**src/p2w_pkg.sv**
```systemverilog
// Shared types, widths and constants for the pixel-to-world point block.
// Depends on nothing; every other file of the block imports it.
package p2w_pkg;

    // Ground scale in Q16.16 metres per pixel, and the frame size limit.
    localparam int PIXEL_SCALE_Q16 = 328;
    localparam int MAX_DIM         = 4096;

    // Field widths.
    localparam int COORD_W  = 12;
    localparam int CHAN_W   = 8;
    localparam int COLOR_W  = 3 * CHAN_W;
    localparam int QUAT_W   = 16;
    localparam int POS_W    = 32;
    localparam int DIM_W    = 13;
    localparam int HALF_W   = DIM_W - 1;
    localparam int IN_W     = 2 * COORD_W + COLOR_W;
    localparam int OUT_W    = 2 * POS_W + COLOR_W;

    // Configuration port.
    localparam int CFG_IDX_W  = 4;
    localparam int CFG_DATA_W = 32;

    // Arithmetic widths.
    localparam int SCALE_W  = $clog2(PIXEL_SCALE_Q16 + 1) + 1;
    localparam int DIFF_W   = COORD_W + 1;
    localparam int DX_W     = DIFF_W + SCALE_W;
    localparam int QPROD_W  = 2 * QUAT_W;
    localparam int MSUM_W   = QPROD_W + 4;
    localparam int MAT_W    = 32;
    localparam int MAT_FRAC = 28;
    localparam int PROD_W   = MAT_W + DX_W;
    localparam int SUM_W    = PROD_W + 1;
    localparam int RND_W    = SUM_W - MAT_FRAC;
    localparam int WSUM_W   = ((RND_W > POS_W) ? RND_W : POS_W) + 1;

    localparam int QUEUE_DEPTH = 4;

    // Register indexes of the configuration port.
    typedef enum logic [CFG_IDX_W-1:0] {
        REG_QUAT_W       = 4'd0,
        REG_QUAT_X       = 4'd1,
        REG_QUAT_Y       = 4'd2,
        REG_QUAT_Z       = 4'd3,
        REG_CAR_POS_X    = 4'd4,
        REG_CAR_POS_Y    = 4'd5,
        REG_FRAME_WIDTH  = 4'd6,
        REG_FRAME_HEIGHT = 4'd7
    } cfg_reg_t;

    // Settled configuration as the datapath sees it.
    typedef struct packed {
        logic signed [MAT_W-1:0]  m00;
        logic signed [MAT_W-1:0]  m01;
        logic signed [MAT_W-1:0]  m10;
        logic signed [MAT_W-1:0]  m11;
        logic signed [POS_W-1:0]  car_x;
        logic signed [POS_W-1:0]  car_y;
        logic        [HALF_W-1:0] half_w;
        logic        [HALF_W-1:0] half_h;
        logic                     quiet;
    } cfg_t;

    // One queued pixel: scaled offset and packed color.
    typedef struct packed {
        logic signed [DX_W-1:0]    dx;
        logic signed [DX_W-1:0]    ndy;
        logic        [COLOR_W-1:0] color;
    } item_t;

endpackage

```
**src/p2w_queue.sv**
```systemverilog
// Short queue that decouples the front end from the rotation pipeline.
// Depends on p2w_pkg.
module p2w_queue
    import p2w_pkg::*;
#(
    parameter int DEPTH = QUEUE_DEPTH
)
(
    input  logic  clk,
    input  logic  rst_n,
    input  logic  push,
    input  item_t push_item,
    input  logic  pop,
    output item_t head,
    output logic  empty,
    output logic  full
);

    localparam int PTR_W = (DEPTH > 1) ? $clog2(DEPTH) : 1;
    localparam int CNT_W = $clog2(DEPTH + 1);

    item_t             slot_reg [DEPTH];
    logic [PTR_W-1:0]  wr_ptr_reg, rd_ptr_reg;
    logic [CNT_W-1:0]  count_reg;

    function automatic logic [PTR_W-1:0] bump(input logic [PTR_W-1:0] p);
        begin
            bump = (p == PTR_W'(DEPTH - 1)) ? '0 : p + PTR_W'(1);
        end
    endfunction

    assign empty = (count_reg == '0);
    assign full  = (count_reg == CNT_W'(DEPTH));
    assign head  = slot_reg[rd_ptr_reg];

    always_ff @(posedge clk or negedge rst_n)
    begin
        if (!rst_n)
        begin
            wr_ptr_reg <= '0;
            rd_ptr_reg <= '0;
            count_reg  <= '0;
        end
        else
        begin
            if (push)
            begin
                wr_ptr_reg <= bump(wr_ptr_reg);
            end
            if (pop)
            begin
                rd_ptr_reg <= bump(rd_ptr_reg);
            end
            if (push & ~pop)
            begin
                count_reg <= count_reg + CNT_W'(1);
            end
            else if (pop & ~push)
            begin
                count_reg <= count_reg - CNT_W'(1);
            end
        end
    end

    always_ff @(posedge clk)
    begin
        if (push)
        begin
            slot_reg[wr_ptr_reg] <= push_item;
        end
    end

endmodule

```
**config.mk**
```make
export PLATFORM = sky130hd
export DESIGN_NAME = p2w_queue
export DESIGN_NICKNAME = d
export VERILOG_FILES = /design/src/p2w_pkg.sv /design/src/p2w_queue.sv
export SDC_FILE = /design/constraint.sdc
export NUM_CORES = 1
export LEC_CHECK = 0
export BUFFER_PORTS_ARGS = -buffer_cell sky130_fd_sc_hd__buf_2
export CAP_MARGIN = 25
export CELL_PAD_IN_SITES_DETAIL_PLACEMENT = 1
export CELL_PAD_IN_SITES_GLOBAL_PLACEMENT = 1
export CORE_MARGIN = 5
export CORE_UTILIZATION = 40
export DETAILED_ROUTE_END_ITERATION = 8
export MAX_ROUTING_LAYER = met4
export PLACE_DENSITY_LB_ADDON = 0.12
export SLEW_MARGIN = 20
export SYNTH_ARGS = -nofsm -noshare
export SYNTH_HDL_FRONTEND = slang
export SYNTH_SLANG_ARGS = --single-unit
```
**constraint.sdc**
```tcl
create_clock -name clk -period 2.95 [get_ports clk]
set_input_delay 0.59 -clock clk [delete_from_list [all_inputs] [get_ports clk]]
set_output_delay 0.59 -clock clk [all_outputs]
set_load 0.1 [all_outputs]
```
==> results.md <==
- Largest net degree at the start of global routing: 34
- Pre-antenna DRT Iters: 4
- Hold EP: slot_reg[3][46]$_DFFE_PP_
- Crit end category: output port
- Crit Path Max Fanout: 33
- I/O Buffers: 145
- Worst reg-to-reg path cell count: 4
- Syn avg cell area: 26.3 um2
- Slowest stage delay, CP: 570 ps
- Total clock sinks: 287
- Gate Count Post-Synth: 403
- Buf+Inv Stages, Crit Path: 2
- CTS clk-pin slew, worst paths: 60 ps
- Max H-tree Level: 1
- Syn_nets: 484
- Post-synth EDFFs: 280
- Post-route minimum period: 2790 ps
- Post-Syn Area: 0.0106 mm2
- Fraction of layout cells with a size suffix above 1: 47.1%
- Fill count: 2344
- Nets: 664
- Clock latency on the worst-skew pair: 540 ps
- Starting Density: 40.7%
- Core area: 0.0261 mm2
- Yosys warnings: 0
- WHS Path Cells: 1
- R2R Path End: slot_reg[0][25]$_DFFE_PP_
- Initial antenna violation count: 7
- Final WL: 21700 um
- Period utilization: 94.6%
- CTS Buf Count: 30
- Reg-to-reg slack, setup: 1100 ps
- Via count: 4795
- Top-area cell type share of the netlist area: 79.4%
- Synth top area cells: edfxtp_1 79%, mux4_2 14%, dfrtp_1 1.7%
- RD Place Congestion: 0.662
- Post-synth cell types: 20
- Remaining Overflow, GRT: 0
- Crit-path cells: buf_16 -> mux4_2 -> buf_2
- Fin. max-slew vios: 0
- Overall Global Routing Usage: 15.0%
- DRC viols: 0
- CTS tree: done
- Die Area: 0.0298 mm2
- Layout area overhead: 21.0%
- Dpl hpwl: 13700 um
- Root Driver: clkbuf_16
- Maxcap violations: 0
- Number of synthesized register bits: 287
- Cell row count: 59
- Most frequent cells after synthesis: 280 x edfxtp_1, 68 x mux4_2, 7 x buf_12, 7 x buf_2, 7 x dfrtp_1
- Sequential-to-total area share from yosys stat: 81.0%
- Critical path's slowest cell: mux4_2
- RSZ-0062 raised after global routing: no
- # IOs: 146
- HP Start: push_item[46]
- Final setup TNS: 0 ps
- Crit path launch type: flip-flop
- Number of global-route vias before repair: 5528
- Measured slew at the worst slew-check pin: 557 ps
- Maximum clock frequency: 0.359 GHz
- Die Ht: 173 um
- Drt initial violations: 212
- Count leader, synth: edfxtp_1
- First-pass GRT wire length: 33900 um
- Slew HR: 62.9%
- CP Data Arrival Time: 2200 ps
- CP top delay family: buffers and inverters
- Bufs on Longest Clock Path: 3
- Ys async rst share: 2.44%
- Clk_skew: 9.04 ps
- Antenna viol nets, final: 0
- Vias/cell: 5.06
- CP Data Required Time: 2360 ps
- Max FFs per register: 280
- Leading area contributor after synthesis: edfxtp_1
- Setup CP Type: flip-flop to output port
- HP Class: primary input to flip-flop
- Final setup vio count: 0
- WL per Instance: 22.9 um
- Synth Flop Type: edfxtp_1
- Final-report hold violation count: 0
- R2r startpoint: wr_ptr_reg[0]$_DFFE_PN0P_
- Die width: 173 um
- Status: completed
## worst register-to-register path, delay by kind of cell (launching register included)
family,cells,cell delay [ps]
adder cells (fa/ha/maj),1,170
buffers and inverters,2,450
flip-flops,1,410
AND/OR/NAND/NOR,1,510
## kinds of logic (layout without fill, tap and decap cells)
| logic type | after synthesis | count (layout) | share of synthesized area (%) |
|---|---|---|---|
| fa+ha+maj | 7 | 7 | 0.898 |
| buf+inv | 20 | 222 | 1.94 |
| simple gates | 11 | 11 | 0.531 |
| flops | 287 | 287 | 81.0 |
| mux | 73 | 73 | 15.3 |
| other cells | 0 | 7 | 0 |
| xor+xnor | 3 | 3 | 0.248 |
| compound gates | 2 | 2 | 0.0945 |
## final cells by class
type                       count  area [um2]  share of cell area, %
antenna                        7        17.5                  0.137
clock buffer                  36         795                   6.20
clock inverter                18         169                   1.32
inverter                       4        15.0                  0.117
multi-input combinational     96        1830                   14.2
sequential                   287        8590                   67.0
tap                          335         419                   3.27
timing repair buffer         164         986                   7.69
## what timing repair did
action | 4_1_cts | 5_1_grt
resized for setup | 1 | 0
setup endpoints to repair | 60 | 0
hold buffers | 1 | 0
endpoints found under the hold margin | 7 | 0
buffers inserted | 3 | 0
## placed cells by master (no fill, tap or decap), types with 4 or more instances in the layout
cell type  Yosys  layout
clkinv_1       0       6
inv_1          4       4
clkinv_2       0       5
buf_12         7       6
clkbuf_1       1       5
dfrtp_1        7       5
ha_1           6       6
buf_4          0      10
clkbuf_16      0      31
mux4_2        68      68
edfxtp_1     280     280
diode_2        0       7
buf_2          7     145
and2_4         0       4
## how the worst max path moves through the flow
stage	from	endpoint	slack, ps	cells after the start
after floorplan	wr_ptr_reg[0]$_DFFE_PN0P_	slot_reg[0][0]$_DFFE_PP_	250	3
after global placement	rd_ptr_reg[0]$_DFFE_PN0P_	head[5]	510	3
after global routing	rd_ptr_reg[0]$_DFFE_PN0P_	head[52]	60	3
after CTS	rd_ptr_reg[0]$_DFFE_PN0P_	head[5]	100	3
after detailed placement	rd_ptr_reg[0]$_DFFE_PN0P_	head[5]	480	3
final	rd_ptr_reg[0]$_DFFE_PN0P_	head[5]	160	3
## per-stage QoR
stage	hold slack [ps]	instance area, um2	std cells	setup WS [ps]	utilization, %
2_1_floorplan	294	10600	403	251	-
3_3_place_gp	438	11800	882	505	45.2
3_5_place_dp	445	11800	882	481	45.2
4_1_cts	231	12800	940	97.0	49.1
5_1_grt	242	12800	947	64.1	49.2
6_report	262	12800	947	161	49.2
## per-layer routing
layer  vias to the layer above  GRT usage (%)  wire length [um]
li1                       2111              -                 -
met1                      2510           18.4              8660
met2                       136           24.4             10900
met3                        38           5.22              1770
met4                         0           3.08               406
met5                         -              -                 0
Power is not shown: default switching activity piles up to over one toggle a cycle in this logic, so the estimate is an artifact.
