[src/p2w_pkg.sv]
// Shared types, widths and constants for the pixel-to-world point block.
// Depends on nothing; every other file of the block imports it.
package p2w_pkg;

    // Ground scale in Q16.16 metres per pixel, and the frame size limit.
    localparam int PIXEL_SCALE_Q16 = 328;
    localparam int MAX_DIM         = 4096;

    // Field widths.
    localparam int COORD_W  = 12;
    localparam int CHAN_W   = 8;
    localparam int COLOR_W  = 3 * CHAN_W;
    localparam int QUAT_W   = 16;
    localparam int POS_W    = 32;
    localparam int DIM_W    = 13;
    localparam int HALF_W   = DIM_W - 1;
    localparam int IN_W     = 2 * COORD_W + COLOR_W;
    localparam int OUT_W    = 2 * POS_W + COLOR_W;

    // Configuration port.
    localparam int CFG_IDX_W  = 4;
    localparam int CFG_DATA_W = 32;

    // Arithmetic widths.
    localparam int SCALE_W  = $clog2(PIXEL_SCALE_Q16 + 1) + 1;
    localparam int DIFF_W   = COORD_W + 1;
    localparam int DX_W     = DIFF_W + SCALE_W;
    localparam int QPROD_W  = 2 * QUAT_W;
    localparam int MSUM_W   = QPROD_W + 4;
    localparam int MAT_W    = 32;
    localparam int MAT_FRAC = 28;
    localparam int PROD_W   = MAT_W + DX_W;
    localparam int SUM_W    = PROD_W + 1;
    localparam int RND_W    = SUM_W - MAT_FRAC;
    localparam int WSUM_W   = ((RND_W > POS_W) ? RND_W : POS_W) + 1;

    localparam int QUEUE_DEPTH = 4;

    // Register indexes of the configuration port.
    typedef enum logic [CFG_IDX_W-1:0] {
        REG_QUAT_W       = 4'd0,
        REG_QUAT_X       = 4'd1,
        REG_QUAT_Y       = 4'd2,
        REG_QUAT_Z       = 4'd3,
        REG_CAR_POS_X    = 4'd4,
        REG_CAR_POS_Y    = 4'd5,
        REG_FRAME_WIDTH  = 4'd6,
        REG_FRAME_HEIGHT = 4'd7
    } cfg_reg_t;

    // Settled configuration as the datapath sees it.
    typedef struct packed {
        logic signed [MAT_W-1:0]  m00;
        logic signed [MAT_W-1:0]  m01;
        logic signed [MAT_W-1:0]  m10;
        logic signed [MAT_W-1:0]  m11;
        logic signed [POS_W-1:0]  car_x;
        logic signed [POS_W-1:0]  car_y;
        logic        [HALF_W-1:0] half_w;
        logic        [HALF_W-1:0] half_h;
        logic                     quiet;
    } cfg_t;

    // One queued pixel: scaled offset and packed color.
    typedef struct packed {
        logic signed [DX_W-1:0]    dx;
        logic signed [DX_W-1:0]    ndy;
        logic        [COLOR_W-1:0] color;
    } item_t;

endpackage

[src/p2w_cfg.sv]
// Configuration registers and the planar rotation matrix built from them.
// Depends on p2w_pkg.
module p2w_cfg
    import p2w_pkg::*;
(
    input  logic                  clk,
    input  logic                  rst_n,
    input  logic                  cfg_valid,
    output logic                  cfg_ready,
    input  logic [CFG_IDX_W-1:0]  cfg_index,
    input  logic [CFG_DATA_W-1:0] cfg_data,
    output cfg_t                  cfg
);

    localparam logic signed [MSUM_W-1:0] MAT_ONE = MSUM_W'(64'sd1 <<< MAT_FRAC);
    localparam logic signed [MSUM_W-1:0] MAT_LIM = MSUM_W'(64'sd1 <<< (MAT_FRAC + 2));
    localparam logic [DIM_W-1:0]         DIM_LIM = DIM_W'(MAX_DIM);

    logic signed [QUAT_W-1:0]  qw_reg, qx_reg, qy_reg, qz_reg;
    logic signed [POS_W-1:0]   car_x_reg, car_y_reg;
    logic        [DIM_W-1:0]   fw_reg, fh_reg;
    logic signed [QPROD_W-1:0] p_xx_reg, p_yy_reg, p_zz_reg, p_xy_reg, p_wz_reg;
    logic signed [MAT_W-1:0]   m00_reg, m01_reg, m10_reg, m11_reg;
    logic        [1:0]         settle_reg, settle_next;
    logic                      wr;
    logic signed [MSUM_W-1:0]  s00, s01, s10, s11;
    logic        [DIM_W-1:0]   fw_lim, fh_lim;

    function automatic logic signed [MAT_W-1:0] clamp_mat(input logic signed [MSUM_W-1:0] v);
        logic signed [MSUM_W-1:0] c;
        begin
            c = v;
            if (v > MAT_LIM)
            begin
                c = MAT_LIM;
            end
            else if (v < -MAT_LIM)
            begin
                c = -MAT_LIM;
            end
            clamp_mat = c[MAT_W-1:0];
        end
    endfunction

    assign cfg_ready = 1'b1;
    assign wr        = cfg_valid & cfg_ready;

    always_ff @(posedge clk or negedge rst_n)
    begin
        if (!rst_n)
        begin
            qw_reg    <= QUAT_W'(16384);
            qx_reg    <= '0;
            qy_reg    <= '0;
            qz_reg    <= '0;
            car_x_reg <= '0;
            car_y_reg <= '0;
            fw_reg    <= DIM_W'(640);
            fh_reg    <= DIM_W'(480);
        end
        else if (wr)
        begin
            unique case (cfg_reg_t'(cfg_index))
                REG_QUAT_W:       qw_reg    <= cfg_data[QUAT_W-1:0];
                REG_QUAT_X:       qx_reg    <= cfg_data[QUAT_W-1:0];
                REG_QUAT_Y:       qy_reg    <= cfg_data[QUAT_W-1:0];
                REG_QUAT_Z:       qz_reg    <= cfg_data[QUAT_W-1:0];
                REG_CAR_POS_X:    car_x_reg <= cfg_data[POS_W-1:0];
                REG_CAR_POS_Y:    car_y_reg <= cfg_data[POS_W-1:0];
                REG_FRAME_WIDTH:  fw_reg    <= cfg_data[DIM_W-1:0];
                REG_FRAME_HEIGHT: fh_reg    <= cfg_data[DIM_W-1:0];
                default:          ;
            endcase
        end
    end

    // Hold off new pixels until the matrix pipeline has caught up with a write.
    always_comb
    begin
        settle_next = settle_reg;
        if (wr)
        begin
            settle_next = 2'd3;
        end
        else if (settle_reg != 2'd0)
        begin
            settle_next = settle_reg - 2'd1;
        end
    end

    always_ff @(posedge clk or negedge rst_n)
    begin
        if (!rst_n)
        begin
            settle_reg <= 2'd3;
        end
        else
        begin
            settle_reg <= settle_next;
        end
    end

    // Quaternion products, one register stage.
    always_ff @(posedge clk)
    begin
        p_xx_reg <= qx_reg * qx_reg;
        p_yy_reg <= qy_reg * qy_reg;
        p_zz_reg <= qz_reg * qz_reg;
        p_xy_reg <= qx_reg * qy_reg;
        p_wz_reg <= qw_reg * qz_reg;
    end

    always_comb
    begin
        s00 = MAT_ONE - ((MSUM_W'(p_yy_reg) + MSUM_W'(p_zz_reg)) <<< 1);
        s01 = (MSUM_W'(p_xy_reg) - MSUM_W'(p_wz_reg)) <<< 1;
        s10 = (MSUM_W'(p_xy_reg) + MSUM_W'(p_wz_reg)) <<< 1;
        s11 = MAT_ONE - ((MSUM_W'(p_xx_reg) + MSUM_W'(p_zz_reg)) <<< 1);
    end

    always_ff @(posedge clk)
    begin
        m00_reg <= clamp_mat(s00);
        m01_reg <= clamp_mat(s01);
        m10_reg <= clamp_mat(s10);
        m11_reg <= clamp_mat(s11);
    end

    assign fw_lim = (fw_reg > DIM_LIM) ? DIM_LIM : fw_reg;
    assign fh_lim = (fh_reg > DIM_LIM) ? DIM_LIM : fh_reg;

    always_comb
    begin
        cfg.m00    = m00_reg;
        cfg.m01    = m01_reg;
        cfg.m10    = m10_reg;
        cfg.m11    = m11_reg;
        cfg.car_x  = car_x_reg;
        cfg.car_y  = car_y_reg;
        cfg.half_w = fw_lim[DIM_W-1:1];
        cfg.half_h = fh_lim[DIM_W-1:1];
        cfg.quiet  = (settle_reg == 2'd0);
    end

endmodule

[config.mk]
export PLATFORM = sky130hd
export DESIGN_NAME = p2w_cfg
export DESIGN_NICKNAME = d
export VERILOG_FILES = /design/src/p2w_pkg.sv /design/src/p2w_cfg.sv
export SDC_FILE = /design/constraint.sdc
export NUM_CORES = 2
export LEC_CHECK = 0
export ABC_AREA = 1
export BUFFER_PORTS_ARGS = -buffer_cell sky130_fd_sc_hd__buf_2
export CORE_ASPECT_RATIO = 0.8
export CORE_MARGIN = 2
export CORE_UTILIZATION = 29
export DETAILED_ROUTE_END_ITERATION = 8
export PLACE_DENSITY = 0.42
export SYNTH_ARGS = -nofsm -noshare
export SYNTH_HDL_FRONTEND = slang
export SYNTH_SLANG_ARGS = --single-unit
[constraint.sdc]
create_clock -name clk -period 6.4 [get_ports clk]
set_input_delay 1.28 -clock clk [delete_from_list [all_inputs] [get_ports clk]]
set_output_delay 1.28 -clock clk [all_outputs]
set_load 0.02 [all_outputs]
==> metrics <==
first-pass iteration count of the detailed router 6; RR Endpoint p_xx_reg[31]$_DFF_P_; vias in the first global route 57,100; DRT Wirelength 210 mm; top post-synthesis cells by area fa_1, inv_1, nand2_1, ha_1, dfxtp_1; Register Area 9570 um2; Row Count 162; Critical Path Fanout Max 39; die width 557 um; Hold Path Class input port to asynchronous set/reset pin; footprint of the multi-input gates 50,700 um2; Remaining DRCs 0; synth-to-layout area growth 11.4%; clk buf depth 3; RD Place Congestion 0.870; Crit. End Element register; RSZ-0062 raised after global routing false; largest net degree at the start of global routing 136; Initial Util 29.1%; Yosys reg bits 437; max-cap viol count 0; Final HPWL DP 182 mm; reg2reg setup slack 250 ps; status complete, no violations; yosys warns 0; Worst-Margin Slew 1070 ps; crit path capture p_xx_reg[31]$_DFF_P_; Top FF cell, synth dfxtp_1; top-count cell post-synth inv_1; Yosys top cell by area fa_1; Post-CTS Hold Buffers 0; Num CTS Buffers 58; crit path kind register to register; Setup Skew 48.9 ps; period utilization 96.1%; GRT overflow 0; EDFF count, synth 0; asr flop ratio synth 35.7%; Clock Pin Slew Worst Setup and Hold Paths 60 ps; via count 54,500; clk sink count 437; WHS 395 ps; Finished Cell Area 78,900 um2; critical path launch point type register; Layout Nets 11,200; CTS tree built; Clock H-tree levels 2; master of the slowest instance on the critical path fa_1; initial antenna violation count 8; sequential element share of the synthesized area 13.5%; worst path required time 7020 ps; Port Buf Inserts 251; Fin. Hold Viols 0; clk_lat worst skew 740 ps; mapped cell area 70,800 um2; # setup viols final 0; crit path DAT 6770 ps; Reg-to-Reg Start qx_reg[15]$_DFFE_PN0P_; drt wl/cell 16.7 um; Worst Setup SP qx_reg[15]$_DFFE_PN0P_; Fill cells 26,100; fin cells 12,600; Final Slew Violations 0; I/O pin total 257; synth cell count leaders inv_1, nand2_1, fa_1, ha_1, nor2_1; layout cell share with drive strength beyond 1 8.40%; Final ANT Viol Nets 0; core area 243,000 um2; r2r worst-path depth 25; Fmax 163 MHz; Yosys cell types 57; die area 248,000 um2; fin crit period 6150 ps; slew margin rel. 28.5%; cell count after placement 12,500; Synth top area share 34.6%; Cells after Synth 9,119; setup total negative slack 0 ps; Vias/cell 4.32; Total Routing Usage GR 17.2%; first-pass GRT wire length 334 mm; Initial DRC Count 3,024; placed inst area 76,700 um2; Die H 446 um; crit-path most repeated cell fa_1; root buf cell clkbuf_16; CP max stage delay 530 ps; syn_area_per_cell 7.77 um2
what timing repair did:
item	in CTS	in global routing
gates resized for setup	1	44
setup buffers	0	7
endpoints found under the setup margin	1	30
pin swaps	0	4
layer usage:
metal / up-vias / global-route usage (%) / wire length (um)
met4: 0 / 2.96 / 3410
li1: 27000 / - / -
met1: 26400 / 25.7 / 107000
met5: - / 0 / 0
met2: 950 / 26.8 / 91100
met3: 133 / 2.03 / 8720
cells in the final DEF, fill, tap and decap left out, types with 8 or more instances in the layout:
master and count:
a31oi_1 20, nand3_2 19, o21ai_0 248, inv_1 2491
nand2_1 2070, a21oi_1 293, inv_6 11, or2_2 11
nor2_1 522, dfrtp_1 127, nand2_2 48, a21boi_0 11
nor2_4 15, buf_4 190, o21bai_1 33, xor2_1 193
dfrtp_2 19, dfstp_2 9, buf_12 22, dfxtp_1 281
clkbuf_16 61, clkinvlp_4 8, nor3_1 38, o21a_1 9
a21o_1 19, inv_2 21, ha_1 564, fa_1 1222
clkbuf_1 8, nor4_1 14, xnor2_1 83, nand3_1 246
nor2_2 52, nand4_1 52, buf_2 250, o21ai_1 11
final cells by class:
class	instances	area share, %
Antenna cell	5	0.0159
Clock buffer	74	2.06
Clock inverter	36	0.501
Inverter	2517	12.0
Multi-Input combinational cell	5876	64.3
Sequential cell	437	12.1
Tap cell	3198	5.07
Timing Repair Buffer	463	3.96
critical path: cells and delay by family (launching register included):
kind	cells	cell delay, ps
compound gates	8	1100
fa+ha+maj	7	3400
xor+xnor	1	170
flops	1	420
simple gates	1	100
buf+inv	8	790
worst min path at each step:
| stage | depth (start not counted) | start | endpoint | slack, ps |
|---|---|---|---|---|
| after floorplan | 0 | qx_reg[0]$_DFFE_PN0P_ | p_xx_reg[0]$_DFF_P_ | 350 |
| after global placement | 2 | car_x_reg[14]$_DFFE_PN0P_ | car_x_reg[14]$_DFFE_PN0P_ | 460 |
| after detailed placement | 2 | car_x_reg[18]$_DFFE_PN0P_ | car_x_reg[18]$_DFFE_PN0P_ | 470 |
| after CTS | 1 | rst_n | fh_reg[12]$_DFFE_PN0P_ | 330 |
| after global routing | 1 | rst_n | fh_reg[12]$_DFFE_PN0P_ | 360 |
| final | 1 | rst_n | fh_reg[12]$_DFFE_PN0P_ | 400 |
stage by stage:
step | setup slack [ps] | util [%]
CTS | 20.2 | 32.4
global placement | 46.2 | 31.5
global route | 2.15 | 32.4
floorplan | 366 | -
detailed placement | 36.1 | 31.5
finish | 248 | 32.5
cells by family after synthesis:
logic type,after synthesis,share of synthesized area [%]
AND/OR/NAND/NOR,3111,18.1
buffers and inverters,2809,15.0
flip-flops,437,13.5
other,2,0.0106
adder cells (fa/ha/maj),1793,44.7
AO/OA/AOI/OAI,691,5.37
XOR/XNOR,276,3.41
Power is not shown: default switching activity piles up to over one toggle a cycle in this logic, so the estimate is an artifact.
