**config.mk**
```make
export PLATFORM = sky130hd
export DESIGN_NAME = p2w_front
export DESIGN_NICKNAME = d
export VERILOG_FILES = /design/src/p2w_pkg.sv /design/src/p2w_front.sv
export SDC_FILE = /design/constraint.sdc
export NUM_CORES = 1
export LEC_CHECK = 0
export ABC_AREA = 1
export BUFFER_PORTS_ARGS = -buffer_cell sky130_fd_sc_hd__buf_2
export CAP_MARGIN = 20
export CORE_MARGIN = 3
export CORE_UTILIZATION = 40
export CTS_BUF_LIST = sky130_fd_sc_hd__clkbuf_8
export CTS_CLUSTER_DIAMETER = 100
export DETAILED_ROUTE_END_ITERATION = 10
export MAX_ROUTING_LAYER = met4
export PLACE_DENSITY = 0.77
export SLEW_MARGIN = 20
export SYNTH_ARGS = -nofsm -noshare
export SYNTH_HDL_FRONTEND = slang
export SYNTH_SLANG_ARGS = --single-unit
```
**constraint.sdc**
```tcl
create_clock -name clk -period 3.16 [get_ports clk]
set_clock_uncertainty 0.05 [all_clocks]
set_input_delay 0 -clock clk [delete_from_list [all_inputs] [get_ports clk]]
set_output_delay 0 -clock clk [all_outputs]
set_load 0.1 [all_outputs]
```
**src/p2w_pkg.sv**
```systemverilog
// Shared types, widths and constants for the pixel-to-world point block.
// Depends on nothing; every other file of the block imports it.
package p2w_pkg;

    // Ground scale in Q16.16 metres per pixel, and the frame size limit.
    localparam int PIXEL_SCALE_Q16 = 328;
    localparam int MAX_DIM         = 4096;

    // Field widths.
    localparam int COORD_W  = 12;
    localparam int CHAN_W   = 8;
    localparam int COLOR_W  = 3 * CHAN_W;
    localparam int QUAT_W   = 16;
    localparam int POS_W    = 32;
    localparam int DIM_W    = 13;
    localparam int HALF_W   = DIM_W - 1;
    localparam int IN_W     = 2 * COORD_W + COLOR_W;
    localparam int OUT_W    = 2 * POS_W + COLOR_W;

    // Configuration port.
    localparam int CFG_IDX_W  = 4;
    localparam int CFG_DATA_W = 32;

    // Arithmetic widths.
    localparam int SCALE_W  = $clog2(PIXEL_SCALE_Q16 + 1) + 1;
    localparam int DIFF_W   = COORD_W + 1;
    localparam int DX_W     = DIFF_W + SCALE_W;
    localparam int QPROD_W  = 2 * QUAT_W;
    localparam int MSUM_W   = QPROD_W + 4;
    localparam int MAT_W    = 32;
    localparam int MAT_FRAC = 28;
    localparam int PROD_W   = MAT_W + DX_W;
    localparam int SUM_W    = PROD_W + 1;
    localparam int RND_W    = SUM_W - MAT_FRAC;
    localparam int WSUM_W   = ((RND_W > POS_W) ? RND_W : POS_W) + 1;

    localparam int QUEUE_DEPTH = 4;

    // Register indexes of the configuration port.
    typedef enum logic [CFG_IDX_W-1:0] {
        REG_QUAT_W       = 4'd0,
        REG_QUAT_X       = 4'd1,
        REG_QUAT_Y       = 4'd2,
        REG_QUAT_Z       = 4'd3,
        REG_CAR_POS_X    = 4'd4,
        REG_CAR_POS_Y    = 4'd5,
        REG_FRAME_WIDTH  = 4'd6,
        REG_FRAME_HEIGHT = 4'd7
    } cfg_reg_t;

    // Settled configuration as the datapath sees it.
    typedef struct packed {
        logic signed [MAT_W-1:0]  m00;
        logic signed [MAT_W-1:0]  m01;
        logic signed [MAT_W-1:0]  m10;
        logic signed [MAT_W-1:0]  m11;
        logic signed [POS_W-1:0]  car_x;
        logic signed [POS_W-1:0]  car_y;
        logic        [HALF_W-1:0] half_w;
        logic        [HALF_W-1:0] half_h;
        logic                     quiet;
    } cfg_t;

    // One queued pixel: scaled offset and packed color.
    typedef struct packed {
        logic signed [DX_W-1:0]    dx;
        logic signed [DX_W-1:0]    ndy;
        logic        [COLOR_W-1:0] color;
    } item_t;

endpackage

```
**src/p2w_front.sv**
```systemverilog
// Front end: accept pixels, drop any with a zero color channel, scale the centred offset.
// Depends on p2w_pkg.
module p2w_front
    import p2w_pkg::*;
(
    input  logic            clk,
    input  logic            rst_n,
    input  logic            s_tvalid,
    output logic            s_tready,
    input  logic [IN_W-1:0] s_tdata,
    input  cfg_t            cfg,
    input  logic            q_full,
    output logic            q_push,
    output item_t           q_item
);

    localparam logic signed [SCALE_W-1:0] SCALE = SCALE_W'(PIXEL_SCALE_Q16);

    logic                      hold_v_reg;
    item_t                     hold_reg;
    logic        [COORD_W-1:0] col, row;
    logic        [CHAN_W-1:0]  blue, green, red;
    logic signed [DIFF_W-1:0]  dcol, drow;
    logic                      take, keep;

    assign col   = s_tdata[COORD_W-1:0];
    assign row   = s_tdata[2*COORD_W-1:COORD_W];
    assign blue  = s_tdata[2*COORD_W+CHAN_W-1:2*COORD_W];
    assign green = s_tdata[2*COORD_W+2*CHAN_W-1:2*COORD_W+CHAN_W];
    assign red   = s_tdata[2*COORD_W+3*CHAN_W-1:2*COORD_W+2*CHAN_W];

    assign dcol = $signed({1'b0, col}) - $signed({1'b0, cfg.half_w});
    assign drow = $signed({1'b0, cfg.half_h}) - $signed({1'b0, row});

    assign s_tready = cfg.quiet & (~hold_v_reg | ~q_full);
    assign take     = s_tvalid & s_tready;
    assign keep     = (blue != '0) & (green != '0) & (red != '0);
    assign q_push   = hold_v_reg & ~q_full;
    assign q_item   = hold_reg;

    always_ff @(posedge clk or negedge rst_n)
    begin
        if (!rst_n)
        begin
            hold_v_reg <= 1'b0;
        end
        else if (take)
        begin
            hold_v_reg <= keep;
        end
        else if (q_push)
        begin
            hold_v_reg <= 1'b0;
        end
    end

    always_ff @(posedge clk)
    begin
        if (take)
        begin
            hold_reg.dx    <= DX_W'(dcol) * DX_W'(SCALE);
            hold_reg.ndy   <= DX_W'(drow) * DX_W'(SCALE);
            hold_reg.color <= {red, green, blue};
        end
    end

endmodule

```
==> run metrics, run 1 <==
outcome=finished with violations; violated checks=negative setup slack; Unique masters post-synth=41; share of layout cells above drive strength 1=52.1%; synthesized area=0.00643 sq mm; worst reg2reg path depth=3; via count=5,920; vias in the first global route=5,913; share of the synthesized area in the top cell type=29.9%; clk buf depth=2; total design power=0.0128 W; Crit path depth=23; first-pass GRT wire length=27.5 mm; Chip Height=133 microns; Synth area leader=edfxtp_1; gpl congestion=0.878; CTS tree=built; WP data arrival=3.37 ns; HP Start=s_tdata[12]; final cycle utilization of the critical path=105%; Setup Total Neg Slack=-1.47 ns; Max Cap Viol=0; Crit Path Class=input pin to register; Tightest Pin Transition=0.800 ns; CP startpoint=s_tdata[0]; CTS buffer count=9; GRT Util Overall=19.5%; DRT antenna net count=0; final core occ=66.2%; initial DRC count=249; Slew Limit Fails=0; final hold vios=0; pwr dens=1250 mW/mm^2; final worst setup slack=-0.151 ns; final wirelength=18.2 mm; Crit Path Max Fanout=4; Detailed Routing Iterations Pass 1=4; clk_lat worst skew=0.34 ns; fin crit period=3.31 ns; FF+latch count, synth=65; Critical Path, Cell by Cell=buf_8 -> inv_12 -> ha_4 -> inv_2 -> fa_2 -> nand3_2 -> nand2_4 -> a21oi_4 -> buf_6 -> xnor2_2 -> ha_1 -> ha_4 -> inv_2 -> fa_1 -> inv_2 -> ha_4 -> nand2_4 -> nor2_2 -> nand2_2 -> nand3_4 -> nand3_1 -> nand3_1 -> nand2_1; Initial Util=41.5%; row cnt=45; H-tree Lvls=3; RSZ-0062 raised after global routing=true; Core ar.=0.0155 sq mm; final non-filler cell total=1,242; post-DP HPWL=13.1 mm; critical path data required time=3.22 ns; Fmax achieved=0.302 GHz; number of enable flip-flop cells after synthesis=64; clock sinks=65; Leak Pwr=4.91 nW; Die W=133 microns; Synth-to-Final Area Change=59.4%; mean post-synth cell area=9.00 sq um; CTS clk-pin slew, worst paths=0.08 ns; Wirelength per Cell=14.7 microns; clk root buf=clkbuf_8; R2R Path Start=hold_v_reg$_DFFE_PN0P_; Fill cells=1,131; VDD IR max=832 uV; initial antenna violation count=2; PortBufs=142; worst min path class=input pin to register; Worst path slowest cell=fa_1; residual DRC count=0; Ports=341; worst path buffer plus inverter count=6; Final Setup Violations=18; Slew HR=46.6%; largest cells by area after synthesis=edfxtp_1 (30%), ha_1 (20%), fa_1 (8.7%), inv_1 (8.2%), nand2_1 (7.0%); asr flop ratio synth=1.54%; Synth Flop Type=edfxtp_1; vias per cell=4.77; sequential-to-total area share from yosys stat=30.3%; synth warn=0; largest net degree at the start of global routing=37; slowest stage delay, CP=0.52 ns; die area=0.0176 sq mm; Largest register FFs=64; Post-Synthesis Cells=714; hold depth=3; Crit. End Element=register; Setup crit start kind=input pin; Crit path max-delay family=adder cells; nets=1,426; GRT overflow=0; Placed Cells=1,175
what timing repair did:
action	in CTS	in global routing
cloned	0	0
endpoints found under the setup margin	22	22
pin swaps	32	66
gates resized for setup	47	132
buffers inserted	5	19
hold endpoints to repair	26	0
hold buffers	27	0
Yosys cell counts, types with 2 or more instances:
master,count
nand2_1,119
a21o_1,6
nand3_2,5
xnor2_1,15
ha_1,105
inv_2,7
o21bai_1,4
a21oi_2,7
xor2_1,33
nand2_2,13
o21ai_1,2
nand4_1,9
nand3_1,34
o21ai_0,7
fa_1,28
inv_1,141
and3_1,2
buf_4,7
nor2_1,37
edfxtp_1,64
nor4_1,5
nor2_2,3
nor3_1,2
o21bai_2,3
a31oi_1,4
a21oi_1,37
cells by family (layout without fill, tap and decap cells):
family          Yosys count  count (layout)  synth area share [%]
fa+ha+maj               133             133                  29.2
xor+xnor                 49              49                  6.80
flops                    65              65                  30.3
simple gates            232             232                  16.2
other cells               1               8                0.0584
buf+inv                 158             468                  9.77
compound gates           76              76                  7.73
placed cells by master (no fill, tap or decap), drive strengths merged, types with 2 or more instances in the layout:
cell / netlist / layout
o21ai: 11 / 11
a21oi: 44 / 44
fa: 28 / 28
clkinv: 1 / 4
a21o: 6 / 6
nor2: 40 / 40
nor4: 5 / 5
o21bai: 7 / 7
edfxtp: 64 / 64
xnor2: 16 / 16
nand3: 39 / 39
conb: 1 / 6
buf: 9 / 276
nand2: 132 / 132
dlygate4sd3: 0 / 27
clkbuf: 0 / 9
xor2: 33 / 33
o211ai: 2 / 2
ha: 105 / 105
inv: 148 / 151
nor3: 3 / 3
nand4: 9 / 9
diode: 0 / 2
and3: 2 / 2
a31oi: 4 / 4
stage by stage:
stage	hold slack, ns	setup slack, ns	cell area [sq um]
after floorplan	-0.346	-0.338	6940
after global placement	-0.274	-0.616	8700
after detailed placement	-0.273	-0.697	8700
after CTS	0.00842	-0.138	9460
after global routing	0.0291	-0.312	10200
final	0.0402	-0.151	10200
worst paths after layout:
kind	slack, ns	endpoint
worst max-delay path	-0.15	q_item[69]$_DFFE_PP_
worst min-delay path	0.04	q_item[27]$_DFFE_PP_
worst max register to register	1.28	q_item[13]$_DFFE_PP_
worst min register to register	0.50	hold_v_reg$_DFFE_PN0P_
max in group asynchronous	2.50	hold_v_reg$_DFFE_PN0P_
min in group asynchronous	0.46	hold_v_reg$_DFFE_PN0P_
routing by layer:
layer  wire length (microns)  track usage [%]  vias up
li1                        -                -     2942
met1                    7820             25.0     2751
met4                     544             8.03        0
met2                    9050             31.1      188
met3                     815             2.62       39
met5                       0                -        -
tightest hold or removal path: stages:
cell and delay (ns):
buf_6 0.07, ha_4 0.11, inv_1 0.07
cell type report:
type	instances	area, sq um	area share [%]
flip-flops and latches	65	1950	19.0
multi-input cells	496	5170	50.5
well taps	211	264	2.58
clock inverters	7	75.1	0.733
inverters	149	592	5.78
diodes	2	5.00	0.0489
repair buffers	303	2060	20.1
clock buffers	9	124	1.21
where the power goes:
part	internal [W]	leakage (nW)	switching, W	total, W
Sequential	0.00145	0.609	0.0000533	0.00151
Combinational	0.00435	4.20	0.00618	0.0105
Clock	0.000371	0.104	0.000358	0.000729
Total	0.00617	4.91	0.00659	0.0128
Power figures use the tool's default switching activity.
==> run 2, diff against run 1 <==
--- a/config.mk
+++ b/config.mk
@@ -8,13 +8,13 @@
 export ABC_AREA = 1
 export BUFFER_PORTS_ARGS = -buffer_cell sky130_fd_sc_hd__buf_2
 export CAP_MARGIN = 20
-export CORE_MARGIN = 3
-export CORE_UTILIZATION = 40
+export CORE_AREA = 3 3 132 134
 export CTS_BUF_LIST = sky130_fd_sc_hd__clkbuf_8
 export CTS_CLUSTER_DIAMETER = 100
 export DETAILED_ROUTE_END_ITERATION = 10
+export DIE_AREA = 0 0 135 137
 export MAX_ROUTING_LAYER = met4
-export PLACE_DENSITY = 0.77
+export PLACE_DENSITY = 0.76
 export SLEW_MARGIN = 20
 export SYNTH_ARGS = -nofsm -noshare
 export SYNTH_HDL_FRONTEND = slang
==> constraint.sdc (replaced) <==
create_clock -name clk -period 3.3 [get_ports clk]
set_clock_uncertainty 0.05 [all_clocks]
set_input_delay 0 -clock clk [delete_from_list [all_inputs] [get_ports clk]]
set_output_delay 0 -clock clk [all_outputs]
set_load 0.1 [all_outputs]
==> run metrics, run 2 (synthesis results as in run 1) <==
violated checks=negative setup slack; die area=0.0185 sq mm (+5.0%); P_int=0.00534 W (-13%); Final Setup Violations=3 (-15); CTS clk-pin slew, worst paths=0.08 ns (about the same); final cycle utilization of the critical path=101%; worst path buffer plus inverter count=5 (-1); Seq pwr share=13.1% (+1.3 points); total design power=0.0111 W (-13%); worst min path class=input pin to register; Largest register FFs=64 (unchanged); clk buf depth=2 (unchanged); final worst setup slack=-0.0380 ns (+0.113 ns); CTS buffer count=9 (unchanged); final hold slack=0.0192 ns (-0.0210 ns); commonest non-fill, non-tap cell in the layout=buf_2; first-pass GRT wire length=26.8 mm (-2.5%); Slew HR=57.6% (+11 points); Switching Fraction=51.8% (+0.16 points); P_sw=0.00574 W (-13%); final wirelength=18.6 mm (+2.1%); Worst path slowest cell=fa_1; GRT Util Overall=19.2% (-0.27 points); residual DRC count=0 (unchanged); CTS tree=built; nets=1,425 (-0.070%); vias in the first global route=5,539 (-6.3%); Crit Path Max Fanout=5 (+1); Core ar.=0.0164 sq mm (+6.0%); RSZ-0062 raised after global routing=true; post-DP HPWL=14.2 mm (+8.4%); most frequent cells in the layout=buf_2 (139), buf_4 (126), inv_1 (123); DRT antenna net count=0 (unchanged); final hold vios=0 (unchanged); clk root buf=clkbuf_8; Synth-to-Final Area Change=52.6%; Max Cap Viol=0 (unchanged); Setup crit start kind=input pin; fin crit period=3.34 ns; Crit. End Element=register; Initial Util=39.2% (-2.3 points); Setup Total Neg Slack=-0.0871 ns (+1.39 ns); gpl congestion=0.894 (+1.8%); vias per cell=4.65 (-2.5%); H-tree Lvls=3 (unchanged); Tightest Pin Transition=0.636 ns (-0.164 ns); power share of the clock group=6.1% (+0.4 points); Diodes inserted=0 (-2); VDD IR max=877 uV (+5.5%); clk_lat worst skew=0.35 ns (about the same); GRT overflow=0 (unchanged); initial antenna violation count=2 (unchanged); Leak Pwr=4.87 nW (-0.95%); row cnt=47 (+4.4%); clock sinks=65 (unchanged); Die W=135 microns (+1.7%); crit-path most repeated cell=nor2_1; Critical Path, Cell by Cell=buf_8 -> inv_12 -> ha_4 -> fa_2 -> o21ai_4 -> buf_6 -> a21oi_4 -> xnor2_2 -> ha_1 -> ha_1 -> inv_2 -> fa_1 -> inv_2 -> ha_4 -> a21oi_4 -> nor2_1 -> nor2_1 -> nor2_1 -> nor2_1 -> nand2_1 -> xor2_1; outcome=finished with violations; largest net degree at the start of global routing=46 (+24%); initial DRC count=228 (-8.4%); pwr dens=1130 mW/mm^2 (-9.3%); Ports=341 (unchanged); via count=5,801 (-2.0%); Wirelength per Cell=14.9 microns (+1.6%); WP data arrival=3.40 ns (+0.03 ns); Crit path max-delay family=adder cells; critical path data required time=3.36 ns (+0.14 ns); Crit Path Class=input pin to register; share of layout cells above drive strength 1=46.0% (-6.1 points); Detailed Routing Iterations Pass 1=5 (+1); slowest stage delay, CP=0.51 ns (about the same); Slew Limit Fails=0 (unchanged); PortBufs=142 (unchanged); Fmax achieved=0.300 GHz; Chip Height=137 microns (+3.2%); combinational fraction of design power=80.9% (-1.6 points); final core occ=59.8% (-6.4 points)
[run 2: cell types whose count changed in the layout (fill, tap and decap cells not counted), moves of 5 or more]
cell,before,now
ha_1,55,71
inv_2,36,23
nand2_2,40,27
ha_4,48,31
inv_1,107,123
nor2_1,20,25
nand2_1,85,102
[run 2: area by class of cell]
cell class | count | area (sq um)
Clock buffer | 9 | 124
Sequential cell | 65 | 1950
Multi-Input combinational cell | 496 | 4770
Inverter | 149 | 589
Tap cell | 220 | 275
Fill cell | 1403 | 6600
Clock inverter | 7 | 63.8
Timing Repair Buffer | 302 | 2040
[run 2: final timing paths]
path                                        start                     end  cells past startpoint  slack (ns)
setup / recovery                           cfg[1]    q_item[45]$_DFFE_PP_                     21       -0.04
hold / removal                        s_tdata[12]    q_item[27]$_DFFE_PP_                      3        0.02
setup reg to reg           hold_v_reg$_DFFE_PN0P_  hold_v_reg$_DFFE_PN0P_                      5        1.42
hold reg to reg            hold_v_reg$_DFFE_PN0P_  hold_v_reg$_DFFE_PN0P_                      2        0.48
max in group asynchronous                   rst_n  hold_v_reg$_DFFE_PN0P_                      3        2.69
min in group asynchronous                   rst_n  hold_v_reg$_DFFE_PN0P_                      3        0.41
[run 2: per-layer routing]
metal | global-route usage (%) | vias up | share of wire [%]
li1 | - | 2927 | -
met3 | 3.93 | 25 | 9.0
met5 | - | - | 0
met2 | 29.1 | 201 | 46
met4 | 3.53 | 0 | 1.4
met1 | 27.0 | 2648 | 44
[run 2: repair_timing]
item / 4_1_cts / 5_1_grt
buffers inserted: 6 / 10
gates resized for setup: 15 / 114
hold buffers: 27 / 0
endpoints found under the setup margin: 16 / 21
endpoints found under the hold margin: 26 / 0
pin swaps: 14 / 36
[run 2: worst reg2reg max path: cells and delay by family (launching register included)]
kind          cells  cell delay (ns)
buf+inv           1             0.32
flops             1             0.38
simple gates      4             1.06
[run 2: power groups by stage]
stage	registers (W)	logic [W]	clock network [W]
floorplan	0.00284	0.00403	0
global placement	0.00147	0.00749	0
detailed placement	0.00147	0.00757	0
CTS	0.00145	0.00775	0.000687
global route	0.00147	0.00975	0.000716
finish	0.00145	0.00896	0.000672
[run 2: metrics by stage]
stage / worst slack [ns] / instance area [sq um] / instances
after floorplan: -0.198 / 6790 / 719
after global placement: -0.486 / 8590 / 1189
after detailed placement: -0.565 / 8590 / 1189
after CTS: -0.00220 / 9180 / 1238
after global routing: -0.209 / 9810 / 1248
final: -0.0380 / 9810 / 1248
